### src/svat_pkg.sv
`timescale 1ns / 1ps
// ============================================================================
// svat_pkg: shared types and constants for the sprite vertex transform
// Request payloads, register map, sine polynomial constants and datapath
// widths used by every module of the block.
// ============================================================================
package svat_pkg;

    localparam int PADDR_W = 5;
    localparam int PDATA_W = 32;
    localparam int COORD_W = 32;
    localparam int TRIG_W  = 16;

    // sine/cosine pipeline depth, from angle register to sine/cosine output
    localparam int TRIG_LAT = 6;

    // scaled coordinate width after the clamp to +-2^47
    localparam int XS_W  = 49;
    localparam int ROT_W = XS_W + TRIG_W;
    localparam int SUM_W = ROT_W + 1 - 15;

    localparam logic signed [63:0] PROD_LIM = 64'sd140737488355328;

    // polynomial constants in Q2.30
    localparam logic [30:0] POLY_A = 31'd1686629713;
    localparam logic [29:0] POLY_B = 30'd688904866;
    localparam logic [26:0] POLY_C = 27'd76016977;

    localparam logic [15:0] Q15_MAX = 16'd32767;

    localparam logic signed [COORD_W-1:0] W_MAX = 32'sh7FFF_FFFF;
    localparam logic signed [COORD_W-1:0] W_MIN = 32'sh8000_0000;

    typedef enum logic [2:0] {
        REG_SCALE_X        = 3'd0,
        REG_SCALE_Y        = 3'd1,
        REG_ROTATION_ANGLE = 3'd2,
        REG_OFFSET_X       = 3'd3,
        REG_OFFSET_Y       = 3'd4
    } reg_idx_t;

    typedef struct packed {
        logic signed [COORD_W-1:0] local_x;
        logic signed [COORD_W-1:0] local_y;
    } vertex_t;

    typedef struct packed {
        logic signed [COORD_W-1:0] world_x;
        logic signed [COORD_W-1:0] world_y;
        logic                      saturated;
    } world_t;

    typedef struct packed {
        logic signed [COORD_W-1:0] scale_x;
        logic signed [COORD_W-1:0] scale_y;
        logic [15:0]               rotation_angle;
        logic signed [COORD_W-1:0] offset_x;
        logic signed [COORD_W-1:0] offset_y;
    } cfg_t;

    typedef struct packed {
        logic signed [TRIG_W-1:0] sin_val;
        logic signed [TRIG_W-1:0] cos_val;
        logic                     ready;
    } trig_t;

    localparam cfg_t CFG_RESET = '{
        scale_x:        32'sd65536,
        scale_y:        32'sd65536,
        rotation_angle: 16'd0,
        offset_x:       32'sd0,
        offset_y:       32'sd0
    };

endpackage

### src/svat_cfg.sv
`timescale 1ns / 1ps
// ============================================================================
// svat_cfg: configuration register file
// APB-style slave holding scale, rotation angle and offset registers.
// ============================================================================
module svat_cfg
(
    input  logic                        clk,
    input  logic                        rst_n,
    input  logic                        psel,
    input  logic                        penable,
    input  logic                        pwrite,
    input  logic [svat_pkg::PADDR_W-1:0] paddr,
    input  logic [svat_pkg::PDATA_W-1:0] pwdata,
    output logic [svat_pkg::PDATA_W-1:0] prdata,
    output logic                        pready,
    output svat_pkg::cfg_t              cfg,
    output logic                        ang_load
);
    import svat_pkg::*;

    cfg_t     cfg_reg;
    cfg_t     cfg_next;
    logic     wr_en;
    reg_idx_t idx;

    assign pready = 1'b1;
    assign wr_en  = psel && penable && pwrite;
    assign idx    = reg_idx_t'(paddr[PADDR_W-1:2]);
    assign cfg    = cfg_reg;

    always_comb
    begin
        cfg_next = cfg_reg;
        ang_load = 1'b0;
        if (wr_en)
        begin
            unique case (idx)
                REG_SCALE_X:        cfg_next.scale_x  = pwdata;
                REG_SCALE_Y:        cfg_next.scale_y  = pwdata;
                REG_ROTATION_ANGLE:
                begin
                    cfg_next.rotation_angle = pwdata[15:0];
                    ang_load                = 1'b1;
                end
                REG_OFFSET_X:       cfg_next.offset_x = pwdata;
                REG_OFFSET_Y:       cfg_next.offset_y = pwdata;
                default:            ;
            endcase
        end
    end

    always_comb
    begin
        unique case (idx)
            REG_SCALE_X:        prdata = cfg_reg.scale_x;
            REG_SCALE_Y:        prdata = cfg_reg.scale_y;
            REG_ROTATION_ANGLE: prdata = {16'd0, cfg_reg.rotation_angle};
            REG_OFFSET_X:       prdata = cfg_reg.offset_x;
            REG_OFFSET_Y:       prdata = cfg_reg.offset_y;
            default:            prdata = '0;
        endcase
    end

    always_ff @(posedge clk or negedge rst_n)
    begin
        if (!rst_n)
        begin
            cfg_reg <= CFG_RESET;
        end
        else
        begin
            cfg_reg <= cfg_next;
        end
    end

    a_angle_write: assert property (@(posedge clk) disable iff (!rst_n)
        wr_en && idx == REG_ROTATION_ANGLE |=>
            cfg_reg.rotation_angle == $past(pwdata[15:0]) && $past(ang_load))
        else $error("rotation angle write not taken");

endmodule

### config.mk
export PLATFORM = sky130hd
export DESIGN_NAME = svat_cfg
export DESIGN_NICKNAME = d
export VERILOG_FILES = /design/src/svat_pkg.sv /design/src/svat_cfg.sv
export SDC_FILE = /design/constraint.sdc
export NUM_CORES = 1
export LEC_CHECK = 0
export BUFFER_PORTS_ARGS = -buffer_cell sky130_fd_sc_hd__buf_2
export CAP_MARGIN = 20
export CORE_MARGIN = 2
export CORE_UTILIZATION = 40
export CTS_BUF_LIST = sky130_fd_sc_hd__clkbuf_4 sky130_fd_sc_hd__clkbuf_8
export DETAILED_ROUTE_END_ITERATION = 6
export GPL_ROUTABILITY_DRIVEN = 0
export HOLD_SLACK_MARGIN = 0.12
export PLACE_DENSITY = 0.67
export REMOVE_ABC_BUFFERS = 1
export SLEW_MARGIN = 20
export SYNTH_ARGS = -nofsm -noshare
export SYNTH_HDL_FRONTEND = slang
export SYNTH_SLANG_ARGS = --single-unit
### constraint.sdc
create_clock -name clk -period 1.8 [get_ports clk]
set_clock_uncertainty 0.1 [all_clocks]
set_input_delay 0.09 -clock clk [delete_from_list [all_inputs] [get_ports clk]]
set_output_delay 0.09 -clock clk [all_outputs]
set_load 0.01 [all_outputs]
Yosys cells after proc, flatten, opt, wreduce, memory -nomap -nowiden. Index checks and enable logic that the tools add are counted.

Register bits: 144. Input bits: 42. Output and inout bits: 178. Logic and storage cells: 20.

Equality and inequality tests: 4. Muxes and demuxes: 3. Reduce and logical (&&, ||, !) cells: 8.

Operators with widths (number): $pmux 32 s5 (1); $reduce_and 2->1 (5); $eq 3x2->1 const B (2); $eq 3x1->1 const B (1); $eq 3x3->1 const B (1); $logic_not 3->1 (1); $logic_and 1x1->1 (2); $mux 1 (2).

Longest topological paths before layout. Gate-level depths: netlist of the first run.

Depth in word-level cells: 3. Gate-level depth with buffers: 6.

Worst setup path before layout of the first run. No wires, ideal clock.

Path kind: input to register. Start: input paddr[3] (netlist bit). End: register cfg_reg (netlist bit cfg[70]). Setup time: 125 ps. Arrival: 1204 ps. Data required time: 1575 ps. Setup slack: 371 ps. Cell stages on the path: 4. Path buffers: 2. Cell sequence: buf_2 > nor3b_4 > buf_4 > mux2_2.

Longest elaborated chain between the ends: 2.

Ends and longest elaborated chain: from (decl) (RTL line svat_cfg.sv:13) `input logic [svat_pkg::PADDR_W-1:0] paddr,`; $eq 3x2->1 (RTL line svat_cfg.sv:38) `unique case (idx)`; $reduce_and 2->1 (no line); to (signal assigned) (RTL line svat_cfg.sv:73) `cfg_reg <= cfg_next;`; to (decl) (RTL line svat_cfg.sv:22) `cfg_t cfg_reg;`.

Every way passes these cells. A chain may end at the register's enable or synchronous reset.

Final worst setup path of the first run.
Start: register cfg_reg (netlist bit cfg[39]). End: output prdata[7] (netlist bit).

Longest elaborated chain between the ends: 1.

Ends and longest elaborated chain: $pmux 32 s5 (RTL line svat_cfg.sv:55) `unique case (idx)`; to (decl) (RTL line svat_cfg.sv:15) `output logic [svat_pkg::PDATA_W-1:0] prdata,`.

Every way passes these cells.

==> results of run 1 <==
cell usage in the layout (no fill, tap or decap), types with 18 or more instances in the layout:
master	n
mux2_4	31
buf_4	20
dfrtp_1	142
mux2_2	127
clkbuf_8	18
buf_2	215
dlygate4sd3_1	34
nand2_1	33
critical path, delay by kind of cell (launching register included):
kind,cells,cell delay [ns]
buf+inv,1,0.16
mux,1,0.27
compound gates,2,0.25
flops,1,0.40
layout make-up:
class | instances | share of cell area (%)
flip-flops and latches | 144 | 40.3
clock buffers | 20 | 2.93
clock inverters | 12 | 1.24
multi-input cells | 287 | 31.9
inverters | 1 | 0.0419
repair buffers | 283 | 20.5
well taps | 220 | 3.07
final timing paths:
| kind | endpoint | from | cells past startpoint |
|---|---|---|---|
| max | prdata[7] | cfg[39]$_DFFE_PN0P_ | 4 |
| min | cfg[20]$_DFFE_PN0P_ | penable | 5 |
| max reg2reg | cfg[46]$_DFFE_PN0P_ | cfg[46]$_DFFE_PN0P_ | 2 |
| min reg2reg | cfg[78]$_DFFE_PN0P_ | cfg[78]$_DFFE_PN0P_ | 1 |
| max in group asynchronous | cfg[41]$_DFFE_PN0P_ | rst_n | 4 |
| min in group asynchronous | cfg[128]$_DFFE_PN1P_ | rst_n | 3 |
per-stage QoR:
| step | setup TNS, ns | instances |
|---|---|---|
| after CTS | 0 | 957 |
| after global routing | -0.0357 | 967 |
| after global placement | -0.0510 | 890 |
| after detailed placement | -0.392 | 890 |
| after floorplan | -70.32 | 432 |
| final | 0 | 967 |
where the power goes:
group	switching [uW]	total, uW	leakage (uW)	internal [uW]
registers	503	4380	0.00184	3870
clock network	1300	2460	0.000186	1160
logic	1230	2610	0.00251	1370
total	3030	9450	0.00453	6410
repair_timing:
action | 4_1_cts | 5_1_grt
pin swaps | 0 | 5
hold endpoints to repair | 288 | 0
resized for setup | 2 | 11
hold buffers | 35 | 0
setup endpoints to repair | 3 | 9
setup buffers | 0 | 10
routing by layer:
| layer | up-vias | wire, microns |
|---|---|---|
| li1 | 2263 | - |
| met1 | 2611 | 8220 |
| met2 | 215 | 9930 |
| met3 | 27 | 1590 |
| met4 | 2 | 307 |
| met5 | - | 13 |
cell families after synthesis:
family | Yosys count | share of synthesized area [%]
buffers and inverters | 38 | 3.47
muxes | 176 | 31.2
AOI/OAI and AO/OA | 64 | 7.23
and+or+nand+nor | 46 | 3.73
other | 1 | 0.0565
DFF | 144 | 54.3
==> impl_metrics.tcl, run 1 <==
set metrics [dict create \
    area_delta_synth_final_pct 34.8 \
    min_period_ns 1.72 \
    diodes 0 \
    die_w_microns 133 \
    die_area_sq_um 17700 \
    min_path_type "in2reg" \
    io_buffers 216 \
    critPathArrivalTime_ns 1.53 \
    core_area_sq_um 16400 \
    postPlaceCellArea_sq_um 8120 \
    h-tree-depth 4 \
    rows 47 \
    synthTopCellsByCount "dfrtp_1 (142), mux2_2 (128), nand2_1 (33)" \
    fmax_ghz 0.581 \
    grt_pass1_wl_microns 30900 \
    ys_seq_area_share_pct 54.3 \
    ys_top_cells_by_area "dfrtp_1 (53%), mux2_2 (22%), mux2_4 (6.8%)" \
    fillers 1402 \
    drive_above_1_share_pct 60.9 \
    ioPinCount 220 \
    fin_util_pct 54.6 \
    hold_viol_final 0 \
    min_period_over_period_pct 95.6 \
    synth.most_common_cell "dfrtp_1" \
    largest_reg_flops 144 \
    ys.flop_type "dfrtp_1" \
    dr.pass1.iters 4 \
    ys_types 29 \
    grt.busiest_layer "met2" \
    crit_path_top_delay_cell "dfrtp_1" \
    layout.nets 776 \
    first_global_vias 5421 \
    relSlewSlack_pct 63.9 \
    mappedNetlistArea_sq_um 6640 \
    post-dp-hpwl_microns 12800 \
    status "finished clean" \
    total_power_uw 9450 \
    synth.top_cell.area_share_pct 53.5 \
    grt.met1_usage_pct 27.4 \
    grt_max_degree 58 \
    ir_drop_mv 0.543 \
    die_height_microns 133 \
    vias 5118 \
    antenna_found_initial 1 \
    cp_cell_sequence "mux2_4 > a32oi_2 > o21ai_1 > buf_2" \
    seq_area_sq_um 3610 \
    ys_warn_count 0 \
    ant_nets 0 \
    grt.overflow.total 0 \
    leakage_uw 0.00453 \
    cts_tree "built" \
    yosys.area.top_type "dfrtp_1" \
    routed_wl_microns 20100 \
    syn_avg_cell_area_sq_um 14.2 \
    cp_slowest_stage_delay_ns 0.40 \
    setup_slack_ns 0.0796 \
    multi_input_area_sq_um 2860 \
    setup_viol 0 \
    crit_fanout 3 \
    cap_violations 0 \
    via_per_inst 5.29 \
    numCtsBuffers 17 \
    slew_viol_final 0 \
    synth_cells 469 \
    initial_core_util_pct 40.5 \
    synthArstFlopShare_pct 100 \
    rsz0062_at_grt "yes" \
    synth-seq-cells 144 \
    clock_path_buffers 2 \
    hold_slack_ns 0.272 \
    cts_num_sinks 144 \
    gr-usage-met3_pct 8.28 \
    wl_per_cell_microns 20.7 \
    drc 0 \
    dp_slack_ns -0.0800 \
    crit_required_ns 1.61 \
    grt_usage_pct 23.0 \
    end_kind "primary output" \
    max_slew.worst_pin.slew_ns 0.541 \
    first_iter_violations 306 \
    synth-edff-count 0 \
    path_clk_slew_ns 0.08 \
    r2r_setup_slack_ns 0.79 \
    critPathKind "reg2out" \
    power.density_nw_per_um2 1050 \
    worst_setup_path_start_kind "register" \
    met2_usage_pct 38.5 \
    cts_root_buf "clkbuf_8" \
    design_area_sq_um 8960 \
    worstSkewPairLatency_ns 0.44 \
]
Power figures use the tool's default switching activity.
==> run 2: changes to the inputs <==
--- a/config.mk
+++ b/config.mk
@@ -6,10 +6,8 @@
 export NUM_CORES = 1
 export LEC_CHECK = 0
 export BUFFER_PORTS_ARGS = -buffer_cell sky130_fd_sc_hd__buf_2
-export CAP_MARGIN = 20
-export CORE_MARGIN = 2
 export CORE_UTILIZATION = 40
-export CTS_BUF_LIST = sky130_fd_sc_hd__clkbuf_4 sky130_fd_sc_hd__clkbuf_8
+export CTS_BUF_LIST = sky130_fd_sc_hd__clkbuf_4 sky130_fd_sc_hd__clkbuf_8 sky130_fd_sc_hd__clkbuf_16
 export DETAILED_ROUTE_END_ITERATION = 6
 export GPL_ROUTABILITY_DRIVEN = 0
 export HOLD_SLACK_MARGIN = 0.12
==> impl_metrics.tcl, run 2 (synthesis gave the netlist of run 1 again) <==
set metrics [dict create \
    routed_wl_microns 19600 \
    diodes 0 \
    critPathLaunch "cfg[46]$_DFFE_PN0P_" \
    leakage_uw 0.00459 \
    layout_commonest_cell "buf_2" \
    die_w_microns 131 \
    grt_usage_pct 23.9 \
    r2r-start "cfg[102]$_DFFE_PN0P_" \
    cts_root_buf "clkbuf_16" \
    layout.nets 769 \
    design_area_sq_um 9050 \
    hold_viol_final 0 \
    io_buffers 216 \
    worst_setup_path_start_kind "register" \
    critPathArrivalTime_ns 1.53 \
    vias 5111 \
    mostFrequentLayoutCells "buf_2 (215), dfrtp_1 (142), mux2_2 (128), dlygate4sd3_1 (34), nand2_1 (33)" \
    grt_max_degree 48 \
    core_area_sq_um 16100 \
    first_iter_violations 161 \
    largest_reg_flops 144 \
    hold_start "paddr[3]" \
    fmax_ghz 0.581 \
    status "finished clean" \
    cap_violations 0 \
    dr.pass1.iters 4 \
    drive_above_1_share_pct 60.4 \
    ioPinCount 220 \
    path_clk_slew_ns 0.06 \
    setup_slack_ns 0.0778 \
    ant_nets 0 \
    via_per_inst 5.35 \
    cts_tree "built" \
    antenna_found_initial 1 \
    first_global_vias 5369 \
    crit_required_ns 1.61 \
    ir_drop_mv 0.638 \
    end_kind "primary output" \
    post_cts_buffers 0 \
    drc 0 \
    grt.overflow.total 0 \
    fin_setup_tns_ns 0 \
    postPlaceCellArea_sq_um 8110 \
    rows 46 \
    min_period_ns 1.72 \
    die_height_microns 131 \
    die_area_sq_um 17100 \
    dp_slack_ns 0.128 \
    rsz0062_at_grt "no" \
    min_period_over_period_pct 95.7 \
    worstSkewPairLatency_ns 0.41 \
    numCtsBuffers 17 \
    power.density_nw_per_um2 1150 \
    cts_num_sinks 144 \
    initial_core_util_pct 41.4 \
    critPathKind "reg2out" \
    clock_path_buffers 2 \
    slew_viol_final 0 \
    area_delta_synth_final_pct 36.3 \
    crit_fanout 3 \
    min_path_type "in2reg" \
    h-tree-depth 4 \
    r2r_setup_slack_ns 0.89 \
    setup_viol 0 \
    post-dp-hpwl_microns 12800 \
    wl_per_cell_microns 20.5 \
    grt_pass1_wl_microns 30100 \
]
==> run 2: final timing paths <==
check / endpoint / depth (start not counted)
max: prdata[14] / 4
min: cfg[86]$_DFFE_PN0P_ / 4
max reg2reg: cfg[102]$_DFFE_PN0P_ / 1
min reg2reg: cfg[86]$_DFFE_PN0P_ / 1
max in group asynchronous: cfg[82]$_DFFE_PN0P_ / 4
min in group asynchronous: cfg[21]$_DFFE_PN0P_ / 3
==> run 2: layer usage <==
layer  vias to the layer above  wire (microns)  track usage (%)
li1                       2264               -                -
met1                      2590            8150             28.8
met2                       228            9640             39.9
met3                        27            1460             7.25
met4                         2             303             10.2
met5                         -              14                0
==> run 2: cell type report <==
type                       count  area (sq um)
multi-input combinational    287          2840
inverter                       1          3.75
fill                        1307          7000
timing repair buffer         276          1740
sequential                   144          3610
clock inverter                 6          82.6
tap                          216           270
clock buffer                  26           512
==> run 2: per-stage QoR <==
stage / instances / power [uW] / util [%] / hold slack (ns)
after global placement: 890 / 6800 / 50.5 / -0.0553
after detailed placement: 890 / 6900 / 50.5 / -0.0490
after CTS: 956 / 10500 / 56.3 / 0.206
final: 956 / 10400 / 56.4 / 0.224
after global routing: 956 / 11000 / 56.4 / 0.246
after floorplan: 432 / 5620 / - / -0.306
==> run 2: timing repair <==
item,CTS,global route
endpoints found under the hold margin,288,0
resized for setup,0,4
hold buffers,34,0
setup endpoints to repair,0,4
==> run 2: report_power, final <==
part	total, uW	internal (uW)	switching [uW]
registers	4400	3880	516
logic	2510	1310	1200
clock network	3530	2240	1290
==> run 2: worst max-delay path: stages, from the launching register on <==
cell	delay, ns
dfrtp_1	0.39
mux2_2	0.28
a32oi_2	0.16
o21ai_0	0.12
buf_2	0.17
==> run 3: changes to the inputs <==
--- a/config.mk
+++ b/config.mk
@@ -11,7 +11,7 @@
 export DETAILED_ROUTE_END_ITERATION = 6
 export GPL_ROUTABILITY_DRIVEN = 0
 export HOLD_SLACK_MARGIN = 0.12
-export PLACE_DENSITY = 0.67
+export PLACE_DENSITY = 0.69
 export REMOVE_ABC_BUFFERS = 1
 export SLEW_MARGIN = 20
 export SYNTH_ARGS = -nofsm -noshare
==> constraint.sdc (replaced) <==
create_clock -name clk -period 1.5 [get_ports clk]
set_clock_uncertainty 0.1 [all_clocks]
set_input_delay 0.075 -clock clk [delete_from_list [all_inputs] [get_ports clk]]
set_output_delay 0.075 -clock clk [all_outputs]
set_load 0.01 [all_outputs]
==> impl_metrics.tcl, run 3 (synthesis gave the netlist of run 1 again) <==
set metrics [dict create \
    crit_path_top_delay_cell "dfrtp_1" \
    end_kind "primary output" \
    grt_max_degree 57 \
    cts_num_sinks 144 \
    cts_root_buf "clkbuf_16" \
    fmax_ghz 0.596 \
    seq_area_sq_um 3610 \
    slew_viol_final 0 \
    critPathArrivalTime_ns 1.50 \
    worst-path-buf-inv 1 \
    io_buffers 216 \
    dp.cells 898 \
    first_global_vias 5552 \
    area_delta_synth_final_pct 44.0 \
    via_per_inst 5.25 \
    grt.overflow.total 0 \
    numCtsBuffers 17 \
    diodes 0 \
    rows 46 \
    largest_reg_flops 144 \
    layout.nets 826 \
    die_height_microns 131 \
    violations "setup timing" \
    layout_commonest_cell "buf_2" \
    die_w_microns 131 \
    leakage_uw 0.00490 \
    final_cells 1013 \
    power.density_nw_per_um2 1370 \
    clock_path_buffers 2 \
    crit_fanout 2 \
    antenna_found_initial 0 \
    rsz0062_at_grt "yes" \
    first_iter_violations 167 \
    cap_violations 0 \
    fin_setup_tns_ns -2.41 \
    grt_pass1_wl_microns 31100 \
    grt_usage_pct 24.6 \
    vias 5322 \
    status "finished, violations left" \
    die_area_sq_um 17100 \
    mostFrequentLayoutCells "buf_2 (215), dfrtp_1 (142), mux2_2 (123), buf_4 (71), mux2_4 (35)" \
    cp_cell_sequence "mux2_4 > a32oi_2 > o21ai_1 > buf_2" \
    core_area_sq_um 16100 \
    cp_slowest_stage_delay_ns 0.39 \
    dr.pass1.iters 5 \
    h-tree-depth 4 \
    drive_above_1_share_pct 63.4 \
    post-dp-hpwl_microns 13100 \
    cts_tree "built" \
    hold_slack_ns 0.220 \
    worst_setup_path_start_kind "register" \
    setup_viol 17 \
    ioPinCount 220 \
    initial_core_util_pct 41.4 \
    min_path_type "in2reg" \
    worstSkewPairLatency_ns 0.43 \
    min_period_ns 1.68 \
    ant_nets 0 \
    min_period_over_period_pct 112 \
    hold_viol_final 0 \
    critPathKind "reg2out" \
    routed_wl_microns 20400 \
    total_power_uw 13100 \
    wl_per_cell_microns 20.1 \
    critical_path.top_delay_family "flip-flops" \
    multi_input_area_sq_um 2870 \
    crit_required_ns 1.32 \
    path_clk_slew_ns 0.06 \
    ir_drop_mv 0.745 \
    drc 0 \
    fillers 1309 \
    setup_slack_ns -0.178 \
]
[run 3: worst paths after layout]
check	start	end	slack [ns]	cells past startpoint
worst max-delay path	cfg[68]$_DFFE_PN0P_	prdata[4]	-0.18	4
worst min-delay path	paddr[3]	cfg[143]$_DFFE_PN0P_	0.22	4
worst max register to register	cfg[69]$_DFFE_PN0P_	cfg[69]$_DFFE_PN0P_	0.38	3
worst min register to register	cfg[53]$_DFFE_PN0P_	cfg[53]$_DFFE_PN0P_	0.43	1
max in group asynchronous	rst_n	cfg[59]$_DFFE_PN0P_	0.12	4
min in group asynchronous	rst_n	cfg[141]$_DFFE_PN0P_	0.57	3
[run 3: worst min-delay path, stage by stage]
cell and delay, ns:
buf_2 0.11, or3_2 0.15, buf_4 0.21, mux2_4 0.17
[run 3: where the power goes]
| part | internal (uW) | total, uW | switching, uW | leakage [uW] |
|---|---|---|---|---|
| Combinational | 1920 | 3520 | 1590 | 0.00277 |
| Sequential | 4660 | 5240 | 583 | 0.00184 |
| Clock | 2680 | 4320 | 1640 | 0.000299 |
| Total | 9260 | 13100 | 3820 | 0.00490 |
[run 3: area by class of cell]
type	instances	area share, %
flip-flops and latches	144	37.7
multi-input cells	287	30.0
repair buffers	333	23.1
clock buffers	23	5.25
well taps	216	2.83
clock inverters	9	1.09
inverters	1	0.0393
[run 3: through the flow]
stage                     setup slack [ns]  utilization, %  instance area (sq um)
after global placement             -0.0897            51.0                   8190
after global routing                -0.244            59.6                   9560
after detailed placement            -0.101            51.0                   8190
after floorplan                      -1.37               -                   6420
after CTS                           -0.191            58.6                   9410
final                               -0.178            59.6                   9560
[run 3: what timing repair did]
item | CTS | global route
hold buffers | 34 | 0
pin swaps | 9 | 1
setup buffers | 33 | 16
resized for setup | 12 | 8
setup endpoints to repair | 21 | 83
hold endpoints to repair | 288 | 0
[run 3: metal layers]
metal / global-route usage, % / vias to the layer above / share of wire [%]
li1: - / 2362 / -
met1: 30.8 / 2723 / 42
met2: 40.2 / 212 / 49
met3: 6.76 / 25 / 6.7
met4: 10.5 / 0 / 1.9
met5: 0 / - / 0
